[src/rtl/khss_pkg.sv]
// shared types, codes and crc helper for the key hash server select block
package khss_pkg;

  localparam logic [31:0] CrcPoly = 32'hEDB88320;
  localparam logic [31:0] CrcInit = 32'hFFFFFFFF;

  // number of server slots; the 4-bit slot fields and 5-bit count are sized for this
  localparam int NumSlots = 16;

  // depth of the queue between front and back
  localparam int QDepth = 4;
  localparam int QPtrW  = 2;

  localparam logic [1:0] OpKeyByte = 2'd0;
  localparam logic [1:0] OpDisable = 2'd1;
  localparam logic [1:0] OpEnable  = 2'd2;

  localparam logic CfgServerCount = 1'b0;
  localparam logic CfgHashMode    = 1'b1;

  // one job handed from front to back: a finished key hash or a live-bit update
  typedef struct packed {
    logic        is_key;
    logic [31:0] hash;
    logic        live_val;
    logic [3:0]  idx;
  } job_t;

  function automatic logic [31:0] crc_byte(input logic [31:0] crc, input logic [7:0] b);
    logic [31:0] c;
    c = crc ^ {24'd0, b};
    for (int k = 0; k < 8; k++) begin
      c = c[0] ? ((c >> 1) ^ CrcPoly) : (c >> 1);
    end
    return c;
  endfunction

endpackage

[src/rtl/khss_front.sv]
// front: accepts items, folds key bytes into the crc and classifies jobs
module khss_front (
  input  logic              clk_i,
  input  logic              rst_ni,
  input  logic              accept_i,
  input  logic [1:0]        op_i,
  input  logic [7:0]        key_byte_i,
  input  logic              last_byte_i,
  input  logic [3:0]        server_index_i,
  input  logic              hash_mode_i,
  output logic              job_push_o,
  output khss_pkg::job_t    job_o
);

  logic [31:0] crc_q, crc_d;
  logic [31:0] crc_next;
  logic [31:0] crc_out;
  logic        idx_ok;

  assign crc_next = khss_pkg::crc_byte(crc_q, key_byte_i);
  assign crc_out  = ~crc_next;
  assign idx_ok   = (32'(server_index_i) < khss_pkg::NumSlots);

  always_comb begin
    crc_d      = crc_q;
    job_push_o = 1'b0;
    job_o.is_key   = 1'b0;
    job_o.hash     = hash_mode_i ? crc_out : {17'd0, crc_out[30:16]};
    job_o.live_val = (op_i == khss_pkg::OpEnable);
    job_o.idx      = server_index_i;
    if (accept_i) begin
      case (op_i)
        khss_pkg::OpKeyByte: begin
          crc_d = last_byte_i ? khss_pkg::CrcInit : crc_next;
          if (last_byte_i) begin
            job_push_o   = 1'b1;
            job_o.is_key = 1'b1;
          end
        end
        khss_pkg::OpDisable, khss_pkg::OpEnable: begin
          job_push_o = idx_ok;
        end
        default: begin
        end
      endcase
    end
  end

  always_ff @(posedge clk_i or negedge rst_ni) begin
    if (!rst_ni) begin
      crc_q <= khss_pkg::CrcInit;
    end else begin
      crc_q <= crc_d;
    end
  end

endmodule

[src/rtl/khss_fifo.sv]
// short job queue between front and back
module khss_fifo (
  input  logic           clk_i,
  input  logic           rst_ni,
  input  logic           push_i,
  input  khss_pkg::job_t data_i,
  output logic           full_o,
  input  logic           pop_i,
  output khss_pkg::job_t data_o,
  output logic           empty_o
);

  khss_pkg::job_t mem_q [khss_pkg::QDepth];
  logic [khss_pkg::QPtrW-1:0] wr_q, wr_d, rd_q, rd_d;
  logic [khss_pkg::QPtrW:0]   cnt_q, cnt_d;
  logic do_push, do_pop;

  assign full_o  = (cnt_q == (khss_pkg::QPtrW + 1)'(khss_pkg::QDepth));
  assign empty_o = (cnt_q == '0);
  assign data_o  = mem_q[rd_q];
  assign do_push = push_i && !full_o;
  assign do_pop  = pop_i && !empty_o;

  always_comb begin
    wr_d  = do_push ? wr_q + 1'b1 : wr_q;
    rd_d  = do_pop ? rd_q + 1'b1 : rd_q;
    cnt_d = cnt_q;
    if (do_push && !do_pop) begin
      cnt_d = cnt_q + 1'b1;
    end else if (do_pop && !do_push) begin
      cnt_d = cnt_q - 1'b1;
    end
  end

  always_ff @(posedge clk_i or negedge rst_ni) begin
    if (!rst_ni) begin
      wr_q  <= '0;
      rd_q  <= '0;
      cnt_q <= '0;
    end else begin
      wr_q  <= wr_d;
      rd_q  <= rd_d;
      cnt_q <= cnt_d;
    end
  end

  always_ff @(posedge clk_i) begin
    if (do_push) begin
      mem_q[wr_q] <= data_i;
    end
  end

endmodule

[src/rtl/khss_back.sv]
// back: live bits, bit-serial modulo, slot probe and result register
module khss_back (
  input  logic           clk_i,
  input  logic           rst_ni,
  input  logic [4:0]     count_i,
  input  logic           job_empty_i,
  input  khss_pkg::job_t job_i,
  output logic           job_pop_o,
  input  logic           res_pop_i,
  output logic           res_empty_o,
  output logic           found_o,
  output logic [3:0]     chosen_server_o,
  output logic [31:0]    key_hash_o
);

  localparam int SlotW = (khss_pkg::NumSlots > 1) ? $clog2(khss_pkg::NumSlots) : 1;

  localparam logic [1:0] StIdle  = 2'd0;
  localparam logic [1:0] StDiv   = 2'd1;
  localparam logic [1:0] StProbe = 2'd2;
  localparam logic [1:0] StDone  = 2'd3;

  logic [1:0]                    state_q, state_d;
  logic [khss_pkg::NumSlots-1:0] live_q, live_d;
  logic [31:0]            hash_q, hash_d;
  logic [31:0]            hp_q, hp_d;
  logic [4:0]             cnt_q, cnt_d;
  logic [4:0]             rem_q, rem_d;
  logic [4:0]             bit_q, bit_d;
  logic [4:0]             slot_q, slot_d;
  logic [4:0]             step_q, step_d;
  logic                   fnd_q, fnd_d;
  logic                   out_vld_q, out_vld_d;
  logic                   out_fnd_q, out_fnd_d;
  logic [3:0]             out_slot_q, out_slot_d;
  logic [31:0]            out_hash_q, out_hash_d;

  logic [5:0]  div_ext;
  logic        div_ge;
  logic [4:0]  div_rem;
  logic [4:0]  slot_inc;
  logic        slot_live;
  logic        out_free;

  assign div_ext   = {rem_q, hp_q[bit_q]};
  assign div_ge    = (div_ext >= {1'b0, cnt_q});
  assign div_rem   = div_ge ? 5'(div_ext - {1'b0, cnt_q}) : div_ext[4:0];
  assign slot_inc  = slot_q + 5'd1;
  assign slot_live = live_q[SlotW'(slot_q)];
  assign out_free  = !out_vld_q || res_pop_i;

  assign job_pop_o       = (state_q == StIdle) && !job_empty_i;
  assign res_empty_o     = !out_vld_q;
  assign found_o         = out_fnd_q;
  assign chosen_server_o = out_slot_q;
  assign key_hash_o      = out_hash_q;

  always_comb begin
    state_d    = state_q;
    live_d     = live_q;
    hash_d     = hash_q;
    hp_d       = hp_q;
    cnt_d      = cnt_q;
    rem_d      = rem_q;
    bit_d      = bit_q;
    slot_d     = slot_q;
    step_d     = step_q;
    fnd_d      = fnd_q;
    out_vld_d  = res_pop_i ? 1'b0 : out_vld_q;
    out_fnd_d  = out_fnd_q;
    out_slot_d = out_slot_q;
    out_hash_d = out_hash_q;
    case (state_q)
      StIdle: begin
        if (!job_empty_i) begin
          if (job_i.is_key) begin
            hash_d = job_i.hash;
            // a zero hash probes as one
            hp_d   = (job_i.hash == '0) ? 32'd1 : job_i.hash;
            cnt_d  = count_i;
            rem_d  = '0;
            bit_d  = 5'd31;
            fnd_d  = 1'b0;
            slot_d = '0;
            step_d = '0;
            state_d = (count_i == '0) ? StDone : StDiv;
          end else begin
            live_d[SlotW'(job_i.idx)] = job_i.live_val;
          end
        end
      end
      StDiv: begin
        rem_d = div_rem;
        bit_d = bit_q - 5'd1;
        if (bit_q == '0) begin
          slot_d  = div_rem;
          state_d = StProbe;
        end
      end
      StProbe: begin
        if (slot_live) begin
          fnd_d   = 1'b1;
          state_d = StDone;
        end else if (step_q == 5'(cnt_q - 5'd1)) begin
          slot_d  = '0;
          state_d = StDone;
        end else begin
          step_d = step_q + 5'd1;
          hp_d   = hp_q + 32'd1;
          // probe position wraps at 2^32 before the modulo
          if (hp_q == 32'hFFFFFFFF || slot_inc == cnt_q) begin
            slot_d = '0;
          end else begin
            slot_d = slot_inc;
          end
        end
      end
      StDone: begin
        if (out_free) begin
          out_vld_d  = 1'b1;
          out_fnd_d  = fnd_q;
          out_slot_d = fnd_q ? 4'(slot_q) : 4'd0;
          out_hash_d = hash_q;
          state_d    = StIdle;
        end
      end
      default: begin
        state_d = StIdle;
      end
    endcase
  end

  always_ff @(posedge clk_i or negedge rst_ni) begin
    if (!rst_ni) begin
      state_q   <= StIdle;
      live_q    <= '1;
      out_vld_q <= 1'b0;
    end else begin
      state_q   <= state_d;
      live_q    <= live_d;
      out_vld_q <= out_vld_d;
    end
  end

  always_ff @(posedge clk_i) begin
    hash_q     <= hash_d;
    hp_q       <= hp_d;
    cnt_q      <= cnt_d;
    rem_q      <= rem_d;
    bit_q      <= bit_d;
    slot_q     <= slot_d;
    step_q     <= step_d;
    fnd_q      <= fnd_d;
    out_fnd_q  <= out_fnd_d;
    out_slot_q <= out_slot_d;
    out_hash_q <= out_hash_d;
  end

endmodule

[src/rtl/key_hash_server_select_core.sv]
// top level of the key hash server select block
// usage:
//   items enter through push/full; an item is taken on a clock edge with push high and
//   full low. key bytes fold into a reflected crc-32 in the front at one beat per cycle.
//   disable/enable items set a slot live bit; they travel through the same job queue as
//   finished keys, so a key is always probed against the live bits set before it.
//   each key ends on a byte with last_byte_i set and gives one result beat on the
//   empty/pop side; the result is taken on an edge with pop high and empty low.
// steps and throughput: a finished key leaves the queue in the idle state, runs the
//   bit-serial modulo from the top hash bit down, probes slots until one is live or
//   server_count slots are tried, then loads the result register once it is free; a zero
//   count skips the modulo and probe. a live-bit update is applied in the idle state. the
//   front takes one beat per cycle until the four-entry job queue fills.
// reset: crc back to all ones, every slot live, server_count and hash_mode zero, queue
//   and result register empty. when pop stays low the back holds its finished result,
//   the queue fills and full rises.
// config: cfg_we_i writes register cfg_idx_i (0 server_count, 1 hash_mode); the user
//   must write it only while idle, which the block itself does not enforce.
module key_hash_server_select_core (
  input  logic        clk_i,
  input  logic        rst_ni,
  input  logic        cfg_we_i,
  input  logic        cfg_idx_i,
  input  logic [4:0]  cfg_data_i,
  input  logic        push,
  output logic        full,
  input  logic [1:0]  op_i,
  input  logic [7:0]  key_byte_i,
  input  logic        last_byte_i,
  input  logic [3:0]  server_index_i,
  output logic        empty,
  input  logic        pop,
  output logic        found_o,
  output logic [3:0]  chosen_server_o,
  output logic [31:0] key_hash_o
);

  logic [4:0]     server_count_q;
  logic           hash_mode_q;
  logic [4:0]     count_eff;
  logic           accept;
  logic           job_push;
  khss_pkg::job_t job_in;
  khss_pkg::job_t job_out;
  logic           job_pop;
  logic           job_empty;

  assign accept    = push && !full;
  assign count_eff = (32'(server_count_q) > khss_pkg::NumSlots) ?
                     5'(khss_pkg::NumSlots) : server_count_q;

  always_ff @(posedge clk_i or negedge rst_ni) begin
    if (!rst_ni) begin
      server_count_q <= '0;
      hash_mode_q    <= 1'b0;
    end else if (cfg_we_i) begin
      case (cfg_idx_i)
        khss_pkg::CfgServerCount: server_count_q <= cfg_data_i;
        khss_pkg::CfgHashMode:    hash_mode_q    <= cfg_data_i[0];
        default: begin
        end
      endcase
    end
  end

  khss_front u_front (
    .clk_i          (clk_i),
    .rst_ni         (rst_ni),
    .accept_i       (accept),
    .op_i           (op_i),
    .key_byte_i     (key_byte_i),
    .last_byte_i    (last_byte_i),
    .server_index_i (server_index_i),
    .hash_mode_i    (hash_mode_q),
    .job_push_o     (job_push),
    .job_o          (job_in)
  );

  khss_fifo u_fifo (
    .clk_i   (clk_i),
    .rst_ni  (rst_ni),
    .push_i  (job_push),
    .data_i  (job_in),
    .full_o  (full),
    .pop_i   (job_pop),
    .data_o  (job_out),
    .empty_o (job_empty)
  );

  khss_back u_back (
    .clk_i           (clk_i),
    .rst_ni          (rst_ni),
    .count_i         (count_eff),
    .job_empty_i     (job_empty),
    .job_i           (job_out),
    .job_pop_o       (job_pop),
    .res_pop_i       (pop),
    .res_empty_o     (empty),
    .found_o         (found_o),
    .chosen_server_o (chosen_server_o),
    .key_hash_o      (key_hash_o)
  );

endmodule
[config.mk]
export PLATFORM = sky130hd
export DESIGN_NAME = key_hash_server_select_core
export DESIGN_NICKNAME = d
export VERILOG_FILES = /design/src/rtl/khss_pkg.sv /design/src/rtl/khss_front.sv /design/src/rtl/khss_fifo.sv /design/src/rtl/khss_back.sv /design/src/rtl/key_hash_server_select_core.sv
export SDC_FILE = /design/constraint.sdc
export NUM_CORES = 1
export LEC_CHECK = 0
export ABC_AREA = 1
export ABC_CLOCK_PERIOD_IN_PS = 8200
export BUFFER_PORTS_ARGS = -buffer_cell sky130_fd_sc_hd__clkbuf_2
export CORE_ASPECT_RATIO = 1.1
export CORE_MARGIN = 1.5
export CORE_UTILIZATION = 65
export DETAILED_ROUTE_END_ITERATION = 10
export GPL_TIMING_DRIVEN = 0
export PLACE_DENSITY = 0.9
export SETUP_SLACK_MARGIN = 0.1
export SKIP_LAST_GASP = 1
export SYNTH_ARGS = -nofsm -noshare
export SYNTH_HDL_FRONTEND = slang
export SYNTH_SLANG_ARGS = --single-unit
[constraint.sdc]
create_clock -name clk_i -period 8.2 [get_ports clk_i]
set_clock_uncertainty 0.15 [all_clocks]
set_input_delay 2.05 -clock clk_i [delete_from_list [all_inputs] [get_ports clk_i]]
set_output_delay 2.05 -clock clk_i [all_outputs]
set_load 0.05 [all_outputs]
==> results.json, run 1 <==
{
  "postRouteAntennaNets": 0,
  "syn2layout_area_growth_pct": 13.2,
  "final_nets": 1832,
  "timing.final.ws_setup_ns": 4.14,
  "worstPathMaxFanout": 6,
  "insertion_delay_ns": 0.52,
  "cts_root_buffer": "clkbuf_16",
  "finish.utilization_pct": 74.8,
  "grt_pass1_wl_um": 65600,
  "top_level_ports": 65,
  "crit_path_max_incr_delay_ns": 0.40,
  "place_congestion": 0.961,
  "worst_slew_pin_slew_ns": 1.04,
  "post_cts_buffers": 0,
  "synth_warnings": 0,
  "min_period_over_period_pct": 49.5,
  "fp.dieH_um": 171,
  "grt_pass1_vias": 12500,
  "cts_buffers": 35,
  "crit_path_frequent_cell": "inv_1",
  "leakagePower_nw": 7.84,
  "crit_path_start": "op_i[1]",
  "setup_tns_ns": 0,
  "h-tree-depth": 2,
  "drtPass1Iterations": 6,
  "grt_max_degree": 65,
  "rsz0062_at_grt": "false",
  "crit_path_end_kind": "register",
  "yosysMostFrequentCell": "nand2_1",
  "synth-seq-cells": 343,
  "seq_power_share_pct": 36.9,
  "yosys-top-cells-count": "nand2_1, edfxtp_1, inv_1",
  "grtUsageTotal_pct": 32.3,
  "drive_above_1_share_pct": 14.1,
  "path_buf_inv": 4,
  "finalHoldViolCount": 0,
  "slew_headroom_pct": 30.7,
  "dp.cells": 2090,
  "stdcell_area_um2": 18900,
  "crit_chain": "clkbuf_2 -> inv_1 -> ha_1 -> o21bai_1 -> nand3_1 -> inv_1 -> ha_1 -> inv_1 -> fa_1 -> a21oi_1 -> o21ai_0 -> xor2_1",
  "fin_crit_ns": 4.06,
  "port_buffers": 64,
  "power.internal_w": 0.00507,
  "synth_flop_cell": "edfxtp_1",
  "hpwl_um": 28300,
  "crit_type": "in -> reg",
  "yosysTopAreaCell": "edfxtp_1",
  "yosys.area.top_type_share_pct": 50.2,
  "final_cell_count_no_fill": 2153,
  "status": "complete, no violations",
  "antenna_found_initial": 0,
  "async_reset_ff_share_pct": 18.7,
  "clock_power_share_pct": 19.2,
  "netlist_instances": 1673,
  "dp_slack_ns": 3.64,
  "cts_tree": "done",
  "drc": 0,
  "hold_path_startpoint": "u_back.hash_q[31]$_DFFE_PP_",
  "cts_resized": 0,
  "grt_remaining_overflow": 0,
  "cp-start-kind": "primary input",
  "r2r-start": "u_back.bit_q[0]$_SDFFCE_PN1P_",
  "routedWlPerCell_um": 19.8,
  "required_ns": 8.43,
  "wl_um": 42500,
  "maxSlewViolCount": 0,
  "p_comb_share_pct": 43.9,
  "rows": 61,
  "syn_nets": 1724,
  "cts.clk_slew.worst_paths_ns": 0.06,
  "cp_slowest_cell": "nand3_1",
  "switching_power_w": 0.00375,
  "placed_cell_area_um2": 17700,
  "synth_area_leaders": "edfxtp_1, nand2_1, dfstp_2, nand3_1, inv_1",
  "synth.avg_cell_area_um2": 9.97,
  "arrival_ns": 4.29,
  "synth_edf_count": 279,
  "die_w_um": 156,
  "setup_violations": 0,
  "p_sw_share_pct": 42.5,
  "cap_violations": 0,
  "synth_cell_types": 60,
  "ir_drop_uv": 294,
  "dieArea_um2": 26600,
  "viasPerCell": 5.97,
  "path_delay_family": "adder cells",
  "drt_iter0_markers": 1543,
  "max_freq_ghz": 0.246,
  "coreArea_um2": 25300,
  "antennaDiodeCount": 0,
  "synth_area_um2": 16700,
  "synth_seq_area_share_pct": 60.2,
  "hold_path.class": "reg -> reg",
  "initial_core_util_pct": 66.1,
  "vias": 12900,
  "ctsHoldBuffers": 0,
  "cts_max_path_buffers": 3,
  "power_density_nw_per_um2": 467,
  "cts.sinks": 343
}
cell type report:
type	instances	area [um2]
Buffer	47	287
Inverter	190	721
Tap cell	346	433
Timing Repair Buffer	71	485
Sequential cell	343	10000
Clock inverter	13	200
Clock buffer	50	1030
Fill cell	1574	6370
Multi-Input combinational cell	1093	5700
layer usage:
layer	part of all wire, %	GRT usage [%]
met5	0	0
met4	3.5	13.4
met3	10	5.62
met2	51	56.5
met1	36	39.8
sequential cells by signal, indices dropped and copies added, names as in the netlist, 4 cells and up:
name	flops
u_back.rem_q	5
u_back.cnt_q	5
server_count_q	5
u_front.crc_q	32
u_back.slot_q	5
u_back.live_q	16
u_back.hash_q	32
u_back.chosen_server_o	4
u_back.bit_q	5
u_fifo.mem_q	152
u_back.key_hash_o	32
u_back.step_q	5
u_back.hp_q	32
through the flow:
stage                     power [W]  hold WS [ns]
after floorplan             0.00578         0.250
after global placement      0.00673         0.251
after detailed placement    0.00696         0.255
after CTS                   0.00871         0.268
after global routing        0.00925         0.272
final                       0.00883         0.267
cells in the final DEF (no fill, tap or decap), types with 6 or more instances in the layout:
cell / count
a2bb2oi_1: 8
nor2_4: 9
inv_2: 7
or2_2: 9
o211ai_1: 6
dfstp_2: 48
clkbuf_16: 38
nand4_1: 11
buf_2: 10
inv_1: 178
ha_1: 23
edfxtp_1: 279
dfrtp_1: 16
o21ai_1: 19
nand3_1: 139
o22ai_1: 12
xor2_1: 62
xnor2_1: 18
clkbuf_1: 31
o21ai_0: 78
a21oi_1: 36
buf_6: 10
nand2_1: 487
nor2_1: 93
nand2_2: 6
nor3_1: 24
clkbuf_2: 63
power groups by stage:
stage	Clock (W)	Combinational (W)	Sequential, W
2_1_floorplan	0	0.00251	0.00328
3_3_place_gp	0	0.00347	0.00327
3_5_place_dp	0	0.00370	0.00326
4_1_cts	0.00169	0.00378	0.00324
5_1_grt	0.00176	0.00419	0.00330
6_report	0.00169	0.00388	0.00326
final timing paths:
path	cells past startpoint	slack, ns	to
min reg2reg	0	0.27	u_back.key_hash_o[31]$_DFFE_PP_
max	12	4.14	u_fifo.cnt_q[2]$_DFFE_PN0P_
min in group asynchronous	1	1.52	u_back.state_q[0]$_DFFE_PN0P_
min	0	0.27	u_back.key_hash_o[31]$_DFFE_PP_
max reg2reg	16	4.41	u_back.slot_q[1]$_SDFFCE_PN0P_
max in group asynchronous	1	5.78	u_fifo.cnt_q[2]$_DFFE_PN0P_
logic make-up after synthesis:
group                      after synthesis  share of synthesized area, %
buffers and inverters                  237                          6.04
muxes                                    2                         0.135
DFF                                    343                          60.2
AOI/OAI and AO/OA                      186                          6.59
adders and majority gates               25                          1.96
and+or+nand+nor                        793                          20.0
xor gates and xnor gates                87                          5.08
Power figures use the tool's default switching activity.
==> run 2: changes to the inputs <==
- ABC_CLOCK_PERIOD_IN_PS: 8200 -> 3340
- CORE_UTILIZATION: 65 -> 56
- PLACE_DENSITY: 0.9 -> 0.83
- clock period: 8.2 -> 3.34 ns (I/O delays scaled with it)
==> run 2 against run 1 <==
Effect of this change: non-clock buffer count is 7 higher; wire length decreased by 4.7%; core utilization fell by 10 points; sequential power grew 140%; largest cell class unchanged.
==> results.json, run 2 (synthesis gave the netlist of run 1 again) <==
{
  "status": "complete, no violations",
  "use_met1_pct": 32.1,
  "regToRegSetupSlack_ns": 0.29,
  "required_ns": 3.44,
  "dieArea_um2": 30800,
  "p_total_w": 0.0213,
  "leakagePower_nw": 7.87,
  "insertion_delay_ns": 0.53,
  "viasPerCell": 5.62,
  "cap_violations": 0,
  "regMostFlops": "u_fifo.mem_q",
  "cp-start-kind": "register",
  "cts_tree": "done",
  "worstReg2RegEnd": "u_back.slot_q[1]$_SDFFCE_PN0P_",
  "finish.utilization_pct": 64.3,
  "grt_pass1_wl_um": 63300,
  "slew_headroom_pct": 34.7,
  "grt_remaining_overflow": 0,
  "h-tree-depth": 2,
  "cts.clk_slew.worst_paths_ns": 0.06,
  "setup_tns_ns": 0,
  "cts.sinks": 343,
  "crit_type": "reg -> reg",
  "die_w_um": 168,
  "postRouteAntennaNets": 0,
  "ir_drop_uv": 671,
  "drc": 0,
  "final_cell_count_no_fill": 2191,
  "setup_violations": 0,
  "placed_cell_area_um2": 17700,
  "wl_um": 40500,
  "crit_path_end_kind": "register",
  "drt_iter0_markers": 938,
  "grt-busiest-layer": "met2",
  "hpwl_um": 28800,
  "vias": 12300,
  "finalHoldViolCount": 0,
  "cts_max_path_buffers": 3,
  "stdcell_area_um2": 19000,
  "grt_max_degree": 65,
  "maxSlewViolCount": 0,
  "antennaDiodeCount": 0,
  "reg2reg_depth": 17,
  "port_buffers": 64,
  "r2r-start": "u_back.bit_q[0]$_SDFFCE_PN1P_",
  "hold_path.class": "in -> async",
  "fp.dieH_um": 184,
  "place_congestion": 0.930,
  "coreArea_um2": 29500,
  "drtPass1Iterations": 5,
  "max_freq_ghz": 0.328,
  "power_density_nw_per_um2": 1120,
  "grt_pass1_vias": 12100,
  "routedWlPerCell_um": 18.5,
  "grtUsageTotal_pct": 26.6,
  "fin_crit_ns": 3.05,
  "drive_above_1_share_pct": 15.1,
  "crit_chain": "inv_4 -> buf_4 -> nand2_1 -> nand2_1 -> a21oi_1 -> nand3_1 -> nand3_1 -> and2_1 -> ha_1 -> inv_1 -> fa_2 -> nand3_1 -> nand2_1 -> nand2_2 -> nand2_4 -> o211ai_1 -> a21oi_1",
  "worst_slew_pin_slew_ns": 0.979,
  "use_met2_pct": 46.7,
  "antenna_found_initial": 1,
  "initial_core_util_pct": 56.6,
  "crit_path_max_incr_delay_ns": 0.48,
  "arrival_ns": 3.15,
  "final_nets": 1840,
  "most-common-layout-cells": "nand2_1, edfxtp_1, inv_1",
  "final_common_cell": "nand2_1",
  "min_period_over_period_pct": 91.3,
  "rows": 66,
  "rsz0062_at_grt": "false",
  "ctsHoldBuffers": 0,
  "top_level_ports": 65,
  "dp.cells": 2119,
  "use_met3_pct": 4.41,
  "cts_buffers": 36,
  "syn2layout_area_growth_pct": 13.7,
  "n_fill_cell": 2276,
  "cts_root_buffer": "clkbuf_16",
  "cp_slowest_cell": "edfxtp_1",
  "largest_reg_flops": 152,
  "worstPathMaxFanout": 10
}
==> run 2: cell count changes in the layout (fill, tap and decap cells not counted), sizes merged <==
cell,delta
buf,+9
clkinv,+5
bufinv,-3
clkbuf,-3
clkinvlp,+1
inv,+1
==> run 2: power by group <==
group	internal (W)	total (W)	switching, W
clock network	0.00229	0.00394	0.00165
registers	0.00714	0.00797	0.000836
logic	0.00283	0.00942	0.00659
==> run 2: area by class of cell <==
class / count / area [um2] / area share (%)
Clock buffer: 49 / 1010 / 5.33
Buffer: 47 / 309 / 1.63
Multi-Input combinational cell: 1093 / 5720 / 30.1
Inverter: 190 / 723 / 3.81
Sequential cell: 343 / 10000 / 52.9
Tap cell: 374 / 468 / 2.47
Clock inverter: 17 / 151 / 0.798
Timing Repair Buffer: 78 / 548 / 2.89
==> run 2: how the worst max path moves through the flow <==
stage	from	endpoint	slack [ns]
2_1_floorplan	op_i[0]	u_fifo.mem_q[0][0]$_DFFE_PP_	-0.29
6_report	u_back.bit_q[0]$_SDFFCE_PN1P_	u_back.slot_q[1]$_SDFFCE_PN0P_	0.29
3_5_place_dp	u_back.bit_q[0]$_SDFFCE_PN1P_	u_back.slot_q[1]$_SDFFCE_PN0P_	-0.18
4_1_cts	u_back.bit_q[1]$_SDFFCE_PN1P_	u_back.slot_q[2]$_SDFFCE_PN0P_	0.12
3_3_place_gp	op_i[0]	u_fifo.mem_q[0][7]$_DFFE_PP_	-1.57
5_1_grt	u_back.bit_q[0]$_SDFFCE_PN1P_	u_back.slot_q[1]$_SDFFCE_PN0P_	0.12
==> run 2: what timing repair did <==
action / CTS / global route
endpoints found under the hold margin: 0 / 0
gates cloned: 0 / 1
gates resized for setup: 6 / 16
buffers inserted: 0 / 5
pin swaps: 0 / 2
setup endpoints to repair: 10 / 10
==> run 2: routing by layer <==
layer | vias to the layer above | share of wire, % | wire length, um
li1 | 5810 | - | -
met1 | 5815 | 39 | 15800
met2 | 546 | 50 | 20200
met3 | 139 | 7.0 | 2840
met4 | 2 | 4.4 | 1770
met5 | - | 0.027 | 11
==> run 2: through the flow <==
step / hold slack (ns) / setup slack [ns]
final: 0.171 / 0.289
after global routing: 0.205 / 0.115
after detailed placement: 0.255 / -0.180
after floorplan: 0.250 / -0.294
after global placement: 0.252 / -1.57
after CTS: 0.200 / 0.117
==> run 2: critical path, delay by kind of cell (launching register included) <==
kind / cells / cell delay, ns
adders and majority gates: 2 / 0.48
and+or+nand+nor: 9 / 0.82
buffers and inverters: 3 / 0.29
DFF: 1 / 0.48
AOI/OAI and AO/OA: 3 / 0.56
==> run 3: changes to the inputs <==
- BUFFER_PORTS_ARGS: -buffer_cell sky130_fd_sc_hd__clkbuf_2 -> default
- CORE_UTILIZATION: 56 -> 58
- DONT_BUFFER_PORTS: default -> 1
==> run 3 against run 2 <==
Effect of this change: cell area down 1.5%; core utilization up 2.3 points; sequential share of layout area up 0.80 points; critical endpoint is now u_back.hp_q[30]$_DFFE_PP_.
==> results.json, run 3 (synthesis gave the netlist of run 1 again) <==
{
  "required_ns": 3.40,
  "drive_above_1_share_pct": 11.6,
  "finalHoldViolCount": 0,
  "dieArea_um2": 29800,
  "dp_slack_ns": -0.170,
  "grt_pass1_vias": 12400,
  "crit_type": "reg -> reg",
  "port_buffers": 0,
  "insertion_delay_ns": 0.53,
  "h-tree-depth": 2,
  "status": "complete, no violations",
  "cts.sinks": 343,
  "coreArea_um2": 28000,
  "wl_um": 41300,
  "cts_max_path_buffers": 3,
  "power_density_nw_per_um2": 1150,
  "min_period_over_period_pct": 90.8,
  "initial_core_util_pct": 59.5,
  "postRouteAntennaNets": 0,
  "routedWlPerCell_um": 19.6,
  "worst_slew_pin_slew_ns": 1.12,
  "drt_iter0_markers": 1168,
  "syn2layout_area_growth_pct": 12.0,
  "p_total_w": 0.0215,
  "hpwl_um": 29000,
  "worstPathMaxFanout": 22,
  "rsz0062_at_grt": "true",
  "antenna_found_initial": 0,
  "maxSlewViolCount": 0,
  "final_nets": 1771,
  "antennaDiodeCount": 0,
  "final_common_cell": "nand2_1",
  "hold_path.class": "in -> async",
  "grt_max_degree": 34,
  "fin_crit_ns": 3.03,
  "post_cts_buffers": 0,
  "rows": 64,
  "place_congestion": 0.957,
  "timing.final.ws_setup_ns": 0.306,
  "drtPass1Iterations": 5,
  "regMostFlops": "u_fifo.mem_q",
  "vias": 12300,
  "grt_pass1_wl_um": 65200,
  "grt_remaining_overflow": 0,
  "cts.clk_slew.worst_paths_ns": 0.06,
  "crit_path_end_kind": "register",
  "leakagePower_nw": 7.62,
  "viasPerCell": 5.84,
  "cts_root_buffer": "clkbuf_16",
  "slew_headroom_pct": 25.7,
  "cap_violations": 0,
  "die_w_um": 165,
  "most-common-layout-cells": "nand2_1, edfxtp_1, inv_1",
  "cts_tree": "done",
  "grtUsageTotal_pct": 28.7,
  "arrival_ns": 3.10,
  "ir_drop_uv": 678,
  "cp-start-kind": "register",
  "finish.utilization_pct": 66.7,
  "fp.dieH_um": 181,
  "drc": 0,
  "setup_violations": 0,
  "largest_reg_flops": 152,
  "top_level_ports": 65,
  "cts_buffers": 35,
  "max_freq_ghz": 0.330
}
==> run 3: changes by cell type in the layout (fill, tap and decap cells not counted), moves of 2 or more <==
cell,change
clkbuf_2,-63
buf_16,+2
clkbuf_8,-4
inv_6,+2
clkbuf_1,-5
buf_4,-4
buf_6,-2
clkinv_2,-2
bufinv_16,+5
clkinv_1,+2
==> run 3: per-layer routing <==
metal  global-route usage [%]  vias up  share of wire (%)
li1                         -     5685                  -
met1                     35.0     5927                 37
met2                     50.4      601                 51
met3                     4.59      110                7.8
met4                     11.4        0                3.7
met5                        0        -                  0
==> run 3: metrics by stage <==
stage / std cells / hold WS (ns) / area (um2) / TNS, ns
final: 2109 / 0.221 / 18700 / 0
after global routing: 2109 / 0.230 / 18700 / 0
after CTS: 2109 / 0.218 / 18700 / 0
after detailed placement: 2043 / 0.255 / 17400 / -1.18
after global placement: 2036 / 0.252 / 17100 / -255.94
after floorplan: 1673 / 0.250 / 16700 / -44.64
==> run 3: repair_timing <==
action	in CTS	in global routing
hold buffers	3	0
setup endpoints to repair	11	10
pin swaps	0	1
gates resized for setup	5	11
hold endpoints to repair	31	0
==> run 3: cell type report <==
| class | instances | area, um2 |
|---|---|---|
| multi-input combinational | 1093 | 5710 |
| inverter | 190 | 721 |
| tap | 363 | 454 |
| clock inverter | 24 | 322 |
| sequential | 343 | 10000 |
| buffer | 47 | 299 |
| timing repair buffer | 10 | 228 |
| fill | 2074 | 9340 |
| clock buffer | 39 | 912 |
==> run 3: power breakdown <==
group,switching (W),internal [W]
registers,0.00113,0.00715
logic,0.00624,0.00275
clock network,0.00167,0.00253
==> run 3: worst paths after layout <==
kind / from / to / slack, ns / cells after the start
setup reg to reg: u_back.state_q[0]$_DFFE_PN0P_ / u_back.hp_q[30]$_DFFE_PP_ / 0.31 / 7
hold / removal: rst_ni / u_back.live_q[9]$_DFFE_PN1P_ / 0.22 / 1
setup / recovery: u_back.state_q[0]$_DFFE_PN0P_ / u_back.hp_q[30]$_DFFE_PP_ / 0.31 / 7
min in group clk_i: server_index_i[2] / u_fifo.mem_q[3][2]$_DFFE_PP_ / 0.25 / 0
max in group asynchronous: rst_ni / u_front.crc_q[15]$_DFFE_PN1P_ / 2.33 / 1
hold reg to reg: u_back.hash_q[14]$_DFFE_PP_ / u_back.key_hash_o[14]$_DFFE_PP_ / 0.27 / 0
==> run 3: critical path, cell delays in order (launching register included) <==
cell and delay (ns):
dfrtp_1 0.39, inv_1 0.09, ha_1 0.31, inv_1 0.26, clkbuf_1 0.54, nor2_1 0.21, nor2_4 0.49, buf_16 0.24
